===== src/sv/majority_spin_flip_grid_defines.svh =====
// Assertion macros for the majority spin flip grid.
// Taken in by the top level; expects clk and rst_n in the including scope.
`ifndef MAJORITY_SPIN_FLIP_GRID_DEFINES_SVH
`define MAJORITY_SPIN_FLIP_GRID_DEFINES_SVH

// Same-cycle implication, checked outside reset.
`define MSFG_ASSERT_NOW(label, ante, cons, msg) \
  label: assert property (@(posedge clk) disable iff (!rst_n) (ante) |-> (cons)) \
    else $error(msg);

// Next-cycle implication, checked outside reset.
`define MSFG_ASSERT_NEXT(label, ante, cons, msg) \
  label: assert property (@(posedge clk) disable iff (!rst_n) (ante) |=> (cons)) \
    else $error(msg);

`endif


===== src/sv/msfg_pkg.sv =====
// Shared types, codes and the per-cell majority rule for the spin grid.
// No dependencies; used by the interfaces, controller, datapath and top level.
`default_nettype none

package msfg_pkg;

  localparam int DEF_MAX_ROWS = 64;
  localparam int DEF_MAX_COLS = 64;

  localparam int FUNC_W    = 2;
  localparam int ROW_W     = 6;
  localparam int COL_W     = 6;
  localparam int CFG_W     = 7;
  localparam int CFG_IDX_W = 2;

  localparam logic [FUNC_W-1:0] FUNC_WRITE  = 2'd0;
  localparam logic [FUNC_W-1:0] FUNC_UPDATE = 2'd1;
  localparam logic [FUNC_W-1:0] FUNC_QUERY  = 2'd2;

  localparam logic [CFG_IDX_W-1:0] CFG_ROWS = 2'd0;
  localparam logic [CFG_IDX_W-1:0] CFG_COLS = 2'd1;

  localparam logic [CFG_W-1:0] RESET_ROWS = 7'd64;
  localparam logic [CFG_W-1:0] RESET_COLS = 7'd64;

  // Controller to datapath
  typedef struct packed {
    logic load;      // capture request
    logic start;     // set up the row sweep
    logic step;      // read one row into the window
    logic out_load;  // move result into the output register
  } msfg_cmd_t;

  // Datapath to controller
  typedef struct packed {
    logic sweep;     // request needs a row sweep
    logic last;      // current step is the final one
  } msfg_stat_t;

  // Flip when strictly more than half of the existing neighbors differ.
  function automatic logic cell_flips(
    input logic s,
    input logic nb_n, input logic nb_s, input logic nb_w, input logic nb_e,
    input logic ok_n, input logic ok_s, input logic ok_w, input logic ok_e
  );
    logic [2:0] n_cnt;
    logic [2:0] d_cnt;
    n_cnt = 3'(ok_n) + 3'(ok_s) + 3'(ok_w) + 3'(ok_e);
    d_cnt = 3'(ok_n & (nb_n ^ s)) + 3'(ok_s & (nb_s ^ s))
          + 3'(ok_w & (nb_w ^ s)) + 3'(ok_e & (nb_e ^ s));
    return d_cnt > (n_cnt >> 1);
  endfunction

endpackage

`default_nettype wire


===== src/sv/msfg_ctrl.sv =====
// Sequencer for the spin grid: handshakes, row sweep stepping, result hand-off.
// Depends on msfg_pkg for the command and status structs.
`default_nettype none

module msfg_ctrl (
  input  wire logic                 clk,
  input  wire logic                 rst_n,
  input  wire logic                 in_valid,
  output logic                      in_ready,
  output logic                      out_valid,
  input  wire logic                 out_ready,
  input  wire msfg_pkg::msfg_stat_t stat,
  output msfg_pkg::msfg_cmd_t       cmd
);
  import msfg_pkg::*;

  localparam logic [2:0] ST_IDLE   = 3'd0;
  localparam logic [2:0] ST_DECODE = 3'd1;
  localparam logic [2:0] ST_SWEEP  = 3'd2;
  localparam logic [2:0] ST_DRAIN0 = 3'd3;
  localparam logic [2:0] ST_DRAIN1 = 3'd4;
  localparam logic [2:0] ST_DONE   = 3'd5;

  logic [2:0] state_r, state_nxt;
  logic       out_valid_r, out_valid_nxt;

  assign in_ready  = (state_r == ST_IDLE);
  assign out_valid = out_valid_r;

  always_comb begin
    cmd           = '0;
    state_nxt     = state_r;
    out_valid_nxt = out_valid_r;
    if (out_valid_r && out_ready) begin
      out_valid_nxt = 1'b0;
    end
    case (state_r)
      ST_IDLE: begin
        if (in_valid) begin
          cmd.load  = 1'b1;
          state_nxt = ST_DECODE;
        end
      end
      ST_DECODE: begin
        if (stat.sweep) begin
          cmd.start = 1'b1;
          state_nxt = ST_SWEEP;
        end else begin
          state_nxt = ST_DONE;
        end
      end
      ST_SWEEP: begin
        cmd.step = 1'b1;
        if (stat.last) begin
          state_nxt = ST_DRAIN0;
        end
      end
      // let the last row land in the window, then evaluate it
      ST_DRAIN0: state_nxt = ST_DRAIN1;
      ST_DRAIN1: state_nxt = ST_DONE;
      ST_DONE: begin
        // hold until the output register is free
        if (!out_valid_r || out_ready) begin
          cmd.out_load  = 1'b1;
          out_valid_nxt = 1'b1;
          state_nxt     = ST_IDLE;
        end
      end
      default: state_nxt = ST_IDLE;
    endcase
  end

  always_ff @(posedge clk) begin
    if (!rst_n) begin
      state_r     <= ST_IDLE;
      out_valid_r <= 1'b0;
    end else begin
      state_r     <= state_nxt;
      out_valid_r <= out_valid_nxt;
    end
  end

endmodule

`default_nettype wire


===== config.mk =====
export PLATFORM = sky130hd
export DESIGN_NAME = msfg_ctrl
export DESIGN_NICKNAME = d
export VERILOG_FILES = /design/src/sv/majority_spin_flip_grid_defines.svh /design/src/sv/msfg_pkg.sv /design/src/sv/msfg_ctrl.sv
export SDC_FILE = /design/constraint.sdc
export NUM_CORES = 1
export LEC_CHECK = 0
export ABC_AREA = 0
export BUFFER_PORTS_ARGS = -buffer_cell sky130_fd_sc_hd__buf_2
export CELL_PAD_IN_SITES_DETAIL_PLACEMENT = 0
export CELL_PAD_IN_SITES_GLOBAL_PLACEMENT = 1
export CORE_AREA = 2 2 39 41
export DETAILED_ROUTE_END_ITERATION = 12
export DIE_AREA = 0 0 41 43
export GPL_ROUTABILITY_DRIVEN = 0
export GPL_TIMING_DRIVEN = 1
export PLACE_DENSITY = 0.59
export SETUP_SLACK_MARGIN = 0.05
export SYNTH_ARGS = -nofsm -noshare
export SYNTH_HDL_FRONTEND = slang
export SYNTH_SLANG_ARGS = --single-unit

===== constraint.sdc =====
create_clock -name clk -period 1.35 [get_ports clk]
set_input_delay 0.3375 -clock clk [delete_from_list [all_inputs] [get_ports clk]]
set_output_delay 0.3375 -clock clk [all_outputs]
set_load 0.01 [all_outputs]

==> qor.yml <==
synthesis.nets: 37
grt_max_degree: 8
synthTopCellsByArea: "dfxtp_1, nor3_1, a21boi_1, buf_4, o21a_1"
grt-ovfl-total: 0
numCtsBuffers: 3
p_per_area_nw_per_um2: 1019
r2r_start: "state_r[2]"
reg2regPathDepth: 5
power_frac_comb: 0.308
switchingPower_uw: 127.7
worstSetupPathType: "reg -> out"
slew_headroom: 0.8542
fmax_mhz: 729.2
clk_pin_slew_ns: 0.04
h-tree-depth: 1
post-route-min-period_ns: 1.371
avgSynthCellArea_um2: 8.234
cp-start-kind: "flop"
period_share: 1.016
r2r_slack_ns: 0.23
crit_end: "cmd[3]"
vdd_drop_max_uv: 389.6
synth_top_cell_area_share: 0.3137
io_pins: 12
seqPwrFrac: 0.357
setup_violations: 2
rows: 14
drc: 0
drive_gt1_frac: 0.6667
grt_pass1_vias: 225
antenna_found_initial: 0
async_reset_ff_frac: 0
dr.pass1.iters: 4
failed_checks: "setup timing"
ys.flop_type: "dfxtp_1"
power_frac_clock: 0.335
grt_pass1_wl_um: 910
finish.utilization: 0.3083
place_ws_ns: 0.08009
start_util: 0.1844
setup_tns_ns: -0.02715
area_delta_synth_final_pct: 67.16
finalHoldViolCount: 0
tightest_slew_ns: 0.2177
diodes: 0
cts_tree: "done"
crit_path_start: "state_r[0]"
synth-edff-count: 0
critPathCaptureType: "output pin"
clock_latency_ns: 0.23
place_inst: 57
whs_ns: 0.3609
cts.sinks: 4
fin_skew_ns: 0.002284
cp_max_fo: 7
avgViaCountPerCell: 4.438
synthesis.instances: 31
drv_cap: 0
rr_endpoint: "state_r[0]"
internal-power_uw: 307.0
wl_per_cell_um: 9.609
first_iter_violations: 2
synth_top_area_cell: "dfxtp_1"
swShare: 0.2937
die-area_um2: 1763
die_height_um: 43
holdCritPathClass: "in -> reg"
ys_ff_latch: 4
dp_hpwl_um: 423.5
final_max_slew_viol_count: 0
synth-warning-count: 0
synth_commonest_cells: "nor3_1, dfxtp_1, nand2_1"
clockBufferDepth: 2
grt.total_usage: 0.07932
fin_cells: 64
ant_nets: 0
yosysUniqueCellTypes: 18
ys_seq_area_frac: 0.3137
yosysMostFrequentCell: "nor3_1"
dieWidth_um: 41
cp.required_ns: 1.01
leakage_uw: 0.0001901
nNetsFinal: 56
syn_area_um2: 255.2
numPortBuffers: 11
wirelength_um: 615
via_count: 284
cts-root-buf: "clkbuf_4"
rsz0062_at_grt: "yes"
core_region_area_um2: 1384
fin_ws_ns: -0.02138
crit_arrival_ns: 1.03
status: "finished, violations left"
==> routing by layer <==
metal  vias up  part of all wire  global-route usage
li1        144                 -                   -
met1       127              0.50              0.1093
met2        13              0.40             0.09063
met3         0             0.096             0.03665
met4         0                 0             0.06000
met5         -                 0                   0
==> metrics by stage <==
stage	total power (uW)	area, um^2
floorplan	222.7	260.3
global placement	247.5	324.1
detailed placement	246.3	324.1
CTS	419.7	397.9
global route	465.2	426.7
finish	434.7	426.7
==> area by class of cell <==
cell class | count | area, um^2
sequential | 4 | 91.34
multi-input combinational | 22 | 178.9
tap | 16 | 20.02
clock buffer | 3 | 22.52
fill | 151 | 957.2
timing repair buffer | 17 | 106.4
inverter | 2 | 7.507
==> cells in the final DEF (no fill, tap or decap) <==
cell type	instances
clkbuf_4	3
inv_2	1
dfxtp_1	1
buf_1	1
nor3_4	2
nand2_1	2
a211o_1	1
nand2_2	1
buf_4	4
nor3_2	2
nand2b_4	1
a21boi_1	2
inv_1	1
nor2b_2	1
o211ai_1	1
o22ai_1	1
nor3_1	2
dfxtp_4	3
nor2_1	1
buf_2	10
and2_4	1
a31oi_1	1
o21a_1	2
a21oi_2	1
buf_6	2
==> kinds of logic after synthesis <==
logic type	synth area share
AO/OA/AOI/OAI	0.2647
buffers and inverters	0.1323
flip-flops	0.3137
AND/OR/NAND/NOR	0.2892
==> power groups by stage <==
stage | clock [uW] | combinational (uW) | sequential (uW)
after floorplan | 0 | 88.9 | 134
after global placement | 0 | 95.3 | 152
after detailed placement | 0 | 94.6 | 152
after CTS | 154 | 114 | 151
after global routing | 161 | 146 | 158
final | 146 | 134 | 155
==> worst min-delay path by stage <==
| stage | from | cells after the start | end |
|---|---|---|---|
| after detailed placement | rst_n | 2 | state_r[1] |
| after global routing | rst_n | 2 | state_r[1] |
| final | rst_n | 2 | state_r[1] |
| after floorplan | rst_n | 1 | out_valid |
| after CTS | rst_n | 2 | state_r[1] |
| after global placement | rst_n | 2 | state_r[1] |
==> what timing repair did <==
item	4_1_cts	5_1_grt
buffers inserted	3	1
cloned	0	0
pin swaps	3	3
setup endpoints to repair	5	5
gates resized for setup	11	4
hold buffers	0	0
==> critical path, stage by stage (launching register included) <==
cell and delay, ns:
dfxtp_4 0.37, nor3_4 0.19, and2_4 0.16, buf_6 0.09
==> sequential cells by signal, indices dropped and copies added (netlist names) <==
| register | cells |
|---|---|
| out_valid | 1 |
| state_r | 3 |
No activity file was read; power rests on OpenSTA's default activity.
